### src/hw/rtl/assert_macros.svh
// assertion helpers shared by the codec modules
// each macro expects i_clk and i_rst_n in the enclosing module
`ifndef ASSERT_MACROS_SVH
`define ASSERT_MACROS_SVH

// property holds at every clock edge outside reset
`define DPC_ASSERT(label, prop, msg) \
    label: assert property (@(posedge i_clk) disable iff (!i_rst_n) (prop)) \
        else $error(msg);

// consequence holds in the cycle after the antecedent
`define DPC_ASSERT_NEXT(label, ante, cons, msg) \
    label: assert property (@(posedge i_clk) disable iff (!i_rst_n) \
        (ante) |=> (cons)) else $error(msg);

`endif

### src/hw/rtl/dpc_pkg.sv
package dpc_pkg;

    // register indexes on the configuration port
    localparam logic REG_DIRECTION    = 1'b0;
    localparam logic REG_TABLE_SELECT = 1'b1;

    // direction codes
    localparam logic DIR_COMPRESS   = 1'b0;
    localparam logic DIR_DECOMPRESS = 1'b1;

    // table codes
    localparam logic TBL_NUMERIC = 1'b0;
    localparam logic TBL_LETTER  = 1'b1;

    localparam logic [7:0] CODE_BASE = 8'd128;
    localparam int NUM_LEN1 = 11;
    localparam int NUM_LEN2 = 11;
    localparam int LET_LEN1 = 16;
    localparam int LET_LEN2 = 8;

    // reciprocal of 11 as 187 / 2048, exact for indexes below 121
    localparam logic [7:0] RECIP_11 = 8'd187;
    localparam int RECIP_SHIFT = 11;

    localparam logic [7:0] NUM_A1 [NUM_LEN1] = '{
        8'h7C, 8'h30, 8'h31, 8'h32, 8'h33, 8'h34, 8'h35, 8'h36, 8'h37, 8'h38, 8'h39};
    localparam logic [7:0] NUM_A2 [NUM_LEN2] = '{
        8'h2C, 8'h30, 8'h31, 8'h32, 8'h33, 8'h34, 8'h35, 8'h36, 8'h37, 8'h38, 8'h39};
    localparam logic [7:0] LET_A1 [LET_LEN1] = '{
        8'h20, 8'h74, 8'h65, 8'h69, 8'h73, 8'h61, 8'h70, 8'h72,
        8'h6E, 8'h6C, 8'h28, 8'h6F, 8'h66, 8'h29, 8'h3D, 8'h63};
    localparam logic [7:0] LET_A2 [LET_LEN2] = '{
        8'h20, 8'h74, 8'h6E, 8'h65, 8'h72, 8'h70, 8'h6C, 8'h61};

    // position of a byte in an alphabet
    typedef struct packed {
        logic       hit;
        logic [3:0] pos;
    } t_lookup;

    // one queued job: one or two output bytes
    typedef struct packed {
        logic       two;
        logic [7:0] b0;
        logic [7:0] b1;
    } t_job;

    function automatic t_lookup find_a1(logic sel, logic [7:0] b);
        t_lookup res;
        res = '0;
        if (sel == TBL_LETTER) begin
            for (int k = 0; k < LET_LEN1; k++) begin
                if (LET_A1[k] == b) begin
                    res.hit = 1'b1;
                    res.pos = 4'(k);
                end
            end
        end else begin
            for (int k = 0; k < NUM_LEN1; k++) begin
                if (NUM_A1[k] == b) begin
                    res.hit = 1'b1;
                    res.pos = 4'(k);
                end
            end
        end
        return res;
    endfunction

    function automatic t_lookup find_a2(logic sel, logic [7:0] b);
        t_lookup res;
        res = '0;
        if (sel == TBL_LETTER) begin
            for (int k = 0; k < LET_LEN2; k++) begin
                if (LET_A2[k] == b) begin
                    res.hit = 1'b1;
                    res.pos = 4'(k);
                end
            end
        end else begin
            for (int k = 0; k < NUM_LEN2; k++) begin
                if (NUM_A2[k] == b) begin
                    res.hit = 1'b1;
                    res.pos = 4'(k);
                end
            end
        end
        return res;
    endfunction

    function automatic logic [7:0] char_a1(logic sel, logic [3:0] pos);
        logic [7:0] res;
        res = '0;
        if (sel == TBL_LETTER) begin
            res = LET_A1[pos];
        end else if (pos < 4'(NUM_LEN1)) begin
            res = NUM_A1[pos];
        end
        return res;
    endfunction

    function automatic logic [7:0] char_a2(logic sel, logic [3:0] pos);
        logic [7:0] res;
        res = '0;
        if (sel == TBL_LETTER) begin
            if (pos < 4'(LET_LEN2)) begin
                res = LET_A2[pos[2:0]];
            end
        end else if (pos < 4'(NUM_LEN2)) begin
            res = NUM_A2[pos];
        end
        return res;
    endfunction

endpackage

### src/hw/rtl/dpc_front.sv
module dpc_front (
    input  logic          i_clk,
    input  logic          i_rst_n,
    input  logic          i_cfg_we,
    input  logic          i_cfg_addr,
    input  logic          i_cfg_wdata,
    input  logic          i_accept,
    input  logic [7:0]    i_data_byte,
    input  logic          i_end_of_stream,
    output logic          o_push,
    output dpc_pkg::t_job o_job
);
    import dpc_pkg::*;

    logic       r_direction;
    logic       r_table_select;
    logic       r_held_valid;
    logic [7:0] r_held_char;
    logic       n_held_valid;
    logic [7:0] n_held_char;

    t_lookup    held_a1;
    t_lookup    new_a1;
    t_lookup    new_a2;
    logic [7:0] pair_code;
    logic [6:0] idx;
    logic [14:0] idx_prod;
    logic [3:0] dec_i;
    logic [3:0] dec_j;
    logic       in_table;

    // configuration registers
    always_ff @(posedge i_clk) begin
        if (!i_rst_n) begin
            r_direction    <= DIR_COMPRESS;
            r_table_select <= TBL_NUMERIC;
        end else if (i_cfg_we) begin
            case (i_cfg_addr)
                REG_DIRECTION:    r_direction    <= i_cfg_wdata;
                REG_TABLE_SELECT: r_table_select <= i_cfg_wdata;
                default: ;
            endcase
        end
    end

    // alphabet lookups
    always_comb begin
        held_a1 = find_a1(r_table_select, r_held_char);
        new_a1  = find_a1(r_table_select, i_data_byte);
        new_a2  = find_a2(r_table_select, i_data_byte);
    end

    // pair code: base plus row times second alphabet length plus column
    always_comb begin
        if (r_table_select == TBL_LETTER) begin
            pair_code = CODE_BASE + {1'b0, held_a1.pos[3:0], new_a2.pos[2:0]};
        end else begin
            pair_code = CODE_BASE + {1'b0, held_a1.pos, 3'b000}
                        + {3'b000, held_a1.pos, 1'b0} + {4'b0000, held_a1.pos}
                        + {4'b0000, new_a2.pos};
        end
    end

    // code index split into row and column
    always_comb begin
        idx      = i_data_byte[6:0];
        idx_prod = 15'(idx) * 15'(RECIP_11);
        if (r_table_select == TBL_LETTER) begin
            in_table = i_data_byte[7];
            dec_i    = idx[6:3];
            dec_j    = {1'b0, idx[2:0]};
        end else begin
            in_table = i_data_byte[7] && (idx < 7'(NUM_LEN1 * NUM_LEN2));
            dec_i    = idx_prod[RECIP_SHIFT +: 4];
            dec_j    = 4'(idx - 7'(dec_i) * 7'(NUM_LEN2));
        end
    end

    // classify the accepted byte into a job
    always_comb begin
        o_push       = 1'b0;
        o_job        = '0;
        n_held_valid = r_held_valid;
        n_held_char  = r_held_char;
        if (i_accept) begin
            if (r_direction == DIR_DECOMPRESS) begin
                o_push = 1'b1;
                if (in_table) begin
                    o_job.two = 1'b1;
                    o_job.b0  = char_a1(r_table_select, dec_i);
                    o_job.b1  = char_a2(r_table_select, dec_j);
                end else begin
                    o_job.b0 = i_data_byte;
                end
            end else begin
                n_held_valid = 1'b0;
                n_held_char  = '0;
                if (r_held_valid && held_a1.hit && new_a2.hit) begin
                    o_push   = 1'b1;
                    o_job.b0 = pair_code;
                end else if (r_held_valid) begin
                    o_push   = 1'b1;
                    o_job.b0 = r_held_char;
                    if (!i_end_of_stream && new_a1.hit) begin
                        n_held_valid = 1'b1;
                        n_held_char  = i_data_byte;
                    end else begin
                        o_job.two = 1'b1;
                        o_job.b1  = i_data_byte;
                    end
                end else if (!i_end_of_stream && new_a1.hit) begin
                    n_held_valid = 1'b1;
                    n_held_char  = i_data_byte;
                end else begin
                    o_push   = 1'b1;
                    o_job.b0 = i_data_byte;
                end
            end
        end
    end

    // held byte
    always_ff @(posedge i_clk) begin
        if (!i_rst_n) begin
            r_held_valid <= 1'b0;
            r_held_char  <= '0;
        end else begin
            r_held_valid <= n_held_valid;
            r_held_char  <= n_held_char;
        end
    end

`include "assert_macros.svh"

    `DPC_ASSERT_NEXT(a_eos_flushes, i_accept && r_direction == DIR_COMPRESS && i_end_of_stream, !r_held_valid, "byte still held after end of stream")
    `DPC_ASSERT(a_hold_silent, !(o_push == 1'b0 && i_accept && r_direction == DIR_COMPRESS && r_held_valid), "held byte dropped without a transfer")
    `DPC_ASSERT_NEXT(a_decomp_keeps, i_accept && r_direction == DIR_DECOMPRESS, $stable(r_held_valid), "held state changed in decompress mode")

endmodule

### src/hw/rtl/dpc_queue.sv
module dpc_queue #(
    parameter int DEPTH = 4
) (
    input  logic          i_clk,
    input  logic          i_rst_n,
    input  logic          i_push,
    input  dpc_pkg::t_job i_job,
    input  logic          i_pop,
    output logic          o_valid,
    output dpc_pkg::t_job o_job,
    output logic          o_full
);
    import dpc_pkg::*;

    localparam int PTR_W = (DEPTH > 1) ? $clog2(DEPTH) : 1;
    localparam int CNT_W = $clog2(DEPTH + 1);

    t_job             r_mem [DEPTH];
    logic [PTR_W-1:0] r_wr_ptr;
    logic [PTR_W-1:0] r_rd_ptr;
    logic [CNT_W-1:0] r_count;

    assign o_valid = (r_count != '0);
    assign o_full  = (r_count == CNT_W'(DEPTH));
    assign o_job   = r_mem[r_rd_ptr];

    // storage
    always_ff @(posedge i_clk) begin
        if (i_push) begin
            r_mem[r_wr_ptr] <= i_job;
        end
    end

    // pointers and fill count
    always_ff @(posedge i_clk) begin
        if (!i_rst_n) begin
            r_wr_ptr <= '0;
            r_rd_ptr <= '0;
            r_count  <= '0;
        end else begin
            if (i_push) begin
                r_wr_ptr <= (r_wr_ptr == PTR_W'(DEPTH - 1)) ? '0 : r_wr_ptr + 1'b1;
            end
            if (i_pop) begin
                r_rd_ptr <= (r_rd_ptr == PTR_W'(DEPTH - 1)) ? '0 : r_rd_ptr + 1'b1;
            end
            case ({i_push, i_pop})
                2'b10:   r_count <= r_count + 1'b1;
                2'b01:   r_count <= r_count - 1'b1;
                default: r_count <= r_count;
            endcase
        end
    end

`include "assert_macros.svh"

    `DPC_ASSERT(a_no_overflow, !(i_push && o_full), "push into full queue")
    `DPC_ASSERT(a_no_underflow, !(i_pop && !o_valid), "pop from empty queue")
    `DPC_ASSERT(a_count_range, r_count <= CNT_W'(DEPTH), "queue count out of range")

endmodule

### src/hw/rtl/dpc_back.sv
module dpc_back (
    input  logic          i_clk,
    input  logic          i_rst_n,
    input  logic          i_q_valid,
    input  dpc_pkg::t_job i_q_job,
    output logic          o_q_pop,
    output logic          o_m_tvalid,
    input  logic          i_m_tready,
    output logic [7:0]    o_m_tdata,
    output logic          o_m_tlast
);
    import dpc_pkg::*;

    logic       r_valid;
    logic [7:0] r_byte;
    logic       r_last;
    logic       r_pend;
    logic [7:0] r_second;
    logic       take;
    logic       slot_free;

    assign take      = r_valid && i_m_tready;
    assign slot_free = !r_valid || take;
    assign o_q_pop   = slot_free && !r_pend && i_q_valid;

    assign o_m_tvalid = r_valid;
    assign o_m_tdata  = r_byte;
    assign o_m_tlast  = r_last;

    // output register, second byte of a job follows the first
    always_ff @(posedge i_clk) begin
        if (!i_rst_n) begin
            r_valid <= 1'b0;
            r_last  <= 1'b0;
            r_pend  <= 1'b0;
        end else if (slot_free) begin
            if (r_pend) begin
                r_valid <= 1'b1;
                r_last  <= 1'b1;
                r_pend  <= 1'b0;
            end else if (i_q_valid) begin
                r_valid <= 1'b1;
                r_last  <= !i_q_job.two;
                r_pend  <= i_q_job.two;
            end else begin
                r_valid <= 1'b0;
            end
        end
    end

    // payload
    always_ff @(posedge i_clk) begin
        if (slot_free) begin
            if (r_pend) begin
                r_byte <= r_second;
            end else if (i_q_valid) begin
                r_byte   <= i_q_job.b0;
                r_second <= i_q_job.b1;
            end
        end
    end

`include "assert_macros.svh"

    `DPC_ASSERT(a_pend_shows_first, !r_pend || (r_valid && !r_last), "second byte pending without first shown")
    `DPC_ASSERT_NEXT(a_second_follows, r_pend && take, r_valid && r_last, "second byte of job not sent next")

endmodule

### src/hw/rtl/digraph_pair_codec.sv
// digram pair codec, one input byte accepted per cycle while the job queue is not full
// path: the front classifies the accepted byte, the job queue registers the job, then the output register
// jobs are pushed at one item per cycle while the queue is not full; a job with two result bytes holds the
// output register for both bytes, the job queue between front and back absorbs the difference
// reset: synchronous active-low i_rst_n clears control registers, held byte and queue; compress, numeric

module digraph_pair_codec #(
    parameter int QUEUE_DEPTH = 4
) (
    input  logic       i_clk,
    input  logic       i_rst_n,
    input  logic       i_cfg_we,
    input  logic       i_cfg_addr,
    input  logic       i_cfg_wdata,
    input  logic       i_s_tvalid,
    output logic       o_s_tready,
    input  logic [7:0] i_s_tdata,   // [7:0] data_byte
    input  logic       i_s_tlast,   // end_of_stream
    output logic       o_m_tvalid,
    input  logic       i_m_tready,
    output logic [7:0] o_m_tdata,   // [7:0] out_byte
    output logic       o_m_tlast    // last
);
    import dpc_pkg::*;

    logic accept;
    logic push;
    t_job push_job;
    logic q_valid;
    logic q_full;
    logic q_pop;
    t_job q_job;

    assign o_s_tready = !q_full;
    assign accept     = i_s_tvalid && o_s_tready;

    // classify and build jobs
    dpc_front u_front (
        .i_clk           (i_clk),
        .i_rst_n         (i_rst_n),
        .i_cfg_we        (i_cfg_we),
        .i_cfg_addr      (i_cfg_addr),
        .i_cfg_wdata     (i_cfg_wdata),
        .i_accept        (accept),
        .i_data_byte     (i_s_tdata),
        .i_end_of_stream (i_s_tlast),
        .o_push          (push),
        .o_job           (push_job)
    );

    // job queue
    dpc_queue #(
        .DEPTH (QUEUE_DEPTH)
    ) u_queue (
        .i_clk   (i_clk),
        .i_rst_n (i_rst_n),
        .i_push  (push),
        .i_job   (push_job),
        .i_pop   (q_pop),
        .o_valid (q_valid),
        .o_job   (q_job),
        .o_full  (q_full)
    );

    // serialize jobs onto the output stream
    dpc_back u_back (
        .i_clk      (i_clk),
        .i_rst_n    (i_rst_n),
        .i_q_valid  (q_valid),
        .i_q_job    (q_job),
        .o_q_pop    (q_pop),
        .o_m_tvalid (o_m_tvalid),
        .i_m_tready (i_m_tready),
        .o_m_tdata  (o_m_tdata),
        .o_m_tlast  (o_m_tlast)
    );

endmodule
### config.mk
export PLATFORM = sky130hd
export DESIGN_NAME = digraph_pair_codec
export DESIGN_NICKNAME = d
export VERILOG_FILES = /design/src/hw/rtl/dpc_pkg.sv /design/src/hw/rtl/dpc_front.sv /design/src/hw/rtl/dpc_queue.sv /design/src/hw/rtl/dpc_back.sv /design/src/hw/rtl/digraph_pair_codec.sv
export VERILOG_INCLUDE_DIRS = /design/src /design/src/hw/rtl
export SDC_FILE = /design/constraint.sdc
export NUM_CORES = 1
export LEC_CHECK = 0
export BUFFER_PORTS_ARGS = -buffer_cell sky130_fd_sc_hd__buf_2
export CORE_MARGIN = 3
export CORE_UTILIZATION = 57
export DETAILED_ROUTE_END_ITERATION = 6
export PLACE_DENSITY = 0.71
export SYNTH_ARGS = -nofsm -noshare
export SYNTH_HDL_FRONTEND = slang
export SYNTH_HIERARCHICAL = 1
export SYNTH_SLANG_ARGS = --single-unit
### constraint.sdc
create_clock -name i_clk -period 13 [get_ports i_clk]
set_clock_uncertainty 0.05 [all_clocks]
set_input_delay 1.3 -clock i_clk [delete_from_list [all_inputs] [get_ports i_clk]]
set_output_delay 1.3 -clock i_clk [all_outputs]
set_load 0.02 [all_outputs]
==> impl_metrics.yaml <==
status:
  outcome: "finished clean"
clock_network:
  htreeDepth: 3
  cts_hold_buf: 0
  tritoncts: "yes"
  cts_buffer_depth: 2
  path_clk_slew_ns: 0.07
  cts-resized-gates: 0
  cts_buffers: 9
  post_cts_buffers: 0
  cts-root-buf: "clkbuf_16"
  clock_sinks: 107
  insertion_delay_ns: 0.34
drt:
  route.detailed.drc: 0
  drt_wl_total_um: 18300
  vias: 5954
  routed_via_density: 6.40
  drtIter0Drc: 367
  dr.pass1.iters: 5
  wl_per_cell_um: 19.6
  ant_nets: 0
cells_and_area:
  final_core_util_pct: 63.5
  synthToLayoutAreaGrowth_pct: 6.52
  num-nets-final: 864
  mostFrequentLayoutCell: "edfxtp_1"
  drive_gt1_share_pct: 10.9
  antennaDiodeCount: 0
  most-common-layout-cells: "edfxtp_1, ha_1, inv_1, nand2_1, a21oi_1"
  multi_input_area_um2: 4710
  seq_area_um2: 2980
  stdcell_count: 931
  fillers: 1068
pwr:
  peakVddDrop_v: 0.000197
  leakage_nw: 3.40
  combPwrFrac_pct: 62.4
  p_switching_uw: 934
  powerDensity_nw_per_um2: 250
  internal_power_mw: 1.21
  swShare_pct: 43.5
  seqPwrFrac_pct: 23.4
  p_clk_share_pct: 14.2
  power_mw: 2.15
worst_setup_path:
  worstSetupStartpointType: "primary input"
  crit_required_ns: 13.03
  worst-path-max-fanout: 16
  cp-end-kind: "flip-flop"
  critPathKind: "in -> reg"
  arrival_ns: 8.36
sta:
  slew_headroom_pct: 26.8
  worstMarginPinSlew_ns: 1.10
  fin_crit_ns: 8.33
  setup_viol: 0
  slew_viol_final: 0
  hold_viol_final: 0
  rsz0062_at_grt: "no"
  fmax_mhz: 120
  post-route-period-util_pct: 64.1
  fin_tns_setup_ns: 0
logic_synthesis:
  synth_edf_count: 84
  syn-instance-count: 749
  synth_seq_area_share_pct: 36.9
  synth.avg_cell_area_um2: 10.8
  synth_nets: 863
  synth-async-reset-ratio_pct: 0
  netlist-cell-type-count: 87
  yosysWarnings: 6
  synth_ff_type: "edfxtp_1"
  netlist_area_um2: 8080
  ys_ff_latch: 107
global_routing:
  grt_pass1_wl_um: 29700
  grt_use_total_pct: 23.3
  grt_max_degree: 48
  overflow: 0
  antenna_found_initial: 0
  grt_pass1_vias: 5832
flow_run:
  max_cap_violations: 0
die:
  die_h_um: 125
  rows: 42
  dieArea_um2: 15600
  fp.coreArea_um2: 13600
  ios: 27
  die_x_um: 125
  start_util_pct: 59.6
placed_design:
  dpl.cell_count: 915
  portBuffers: 26
  gp_congestion: 0.870
  dp_hpwl_um: 13400
hold_path:
  hp-class: "reg -> reg"
## critical path, cell delays in order
cell	delay [ns]
buf_2	0.32
inv_1	0.30
ha_1	0.41
fa_1	0.48
fa_1	0.59
fa_1	0.43
ha_1	0.31
and4_1	0.28
nor2b_1	0.19
a211oi_1	0.10
xnor2_1	0.48
inv_1	0.14
ha_1	0.32
fa_1	0.55
inv_1	0.07
fa_1	0.44
mux2i_1	0.28
inv_1	0.14
ha_1	0.28
nor2_1	0.17
mux2i_1	0.11
mux2i_1	0.15
a211oi_1	0.09
a211oi_1	0.41
## final timing paths
| path | start | endpoint | slack, ns | cells past startpoint |
|---|---|---|---|---|
| worst max-delay path | i_s_tdata[2] | u_queue/r_mem[0][3] | 4.67 | 24 |
| worst min-delay path | u_queue/r_count[2] | u_queue/r_count[2] | 0.48 | 2 |
| worst max register to register | u_front/r_held_char[6] | u_queue/r_mem[3][14] | 7.47 | 18 |
| worst min register to register | u_queue/r_count[2] | u_queue/r_count[2] | 0.48 | 2 |
## cell families after synthesis
logic type	synth area share [%]
xor gates and xnor gates	3.20
DFF	36.9
and+or+nand+nor	13.5
muxes	8.89
adders and majority gates	17.2
AOI/OAI and AO/OA	15.4
buffers and inverters	4.83
## flip-flops by register name, summed over array words and instances (netlist names), named ones only
register                count
u_back/o_m_tlast            1
u_back/o_m_tvalid           1
u_queue/r_mem              68
u_back/o_m_tdata            8
u_front/r_held_char         8
u_front/r_table_select      1
u_back/r_second             8
u_queue/r_rd_ptr            2
u_front/r_direction         1
u_queue/r_count             3
u_queue/r_wr_ptr            2
u_front/r_held_valid        1
u_back/r_pend               1
## through the flow
step	hold WS (ns)	cell area (µm²)	setup slack [ns]
2_1_floorplan	0.417	8080	5.18
3_3_place_gp	0.426	8270	4.85
3_5_place_dp	0.469	8270	4.39
4_1_cts	0.479	8610	4.72
5_1_grt	0.519	8610	4.26
6_report	0.476	8610	4.67
## area by class of cell
type	instances	share of cell area (%)
multi-input combinational	550	54.7
timing repair buffer	30	1.86
sequential	107	34.7
clock inverter	6	1.31
clock buffer	10	2.66
tap	176	2.56
inverter	52	2.27
## layer usage
layer / track usage [%] / vias to the layer above / part of all wire (%)
li1: - / 2801 / -
met1: 30.5 / 2919 / 42
met2: 40.0 / 204 / 51
met3: 3.03 / 30 / 4.7
met4: 8.16 / 0 / 2.2
met5: 0 / - / 0
## cell usage after synthesis, drive strengths merged, types with 10 or more instances
master | number | area [µm²]
nor2 | 40 | 150
xor2 | 11 | 104
clkbuf | 27 | 101
buf | 13 | 93.8
a21oi | 45 | 225
inv | 50 | 188
o21ai | 34 | 174
ha | 76 | 951
nand2 | 49 | 184
nor2b | 27 | 169
edfxtp | 84 | 2520
xnor2 | 15 | 131
mux2 | 11 | 139
a22oi | 11 | 82.6
fa | 22 | 440
mux2i | 17 | 170
mux4 | 17 | 409
dfxtp | 23 | 460
nand3 | 18 | 90.1
a21o | 10 | 75.1
## power groups by stage
stage,combinational (mW),clock (mW),sequential (mW)
finish,1.34,0.305,0.502
global route,1.49,0.328,0.511
CTS,1.33,0.313,0.505
detailed placement,1.32,0,0.513
global placement,1.26,0,0.507
floorplan,1.06,0,0.499
(Power assumes the default switching activity.)
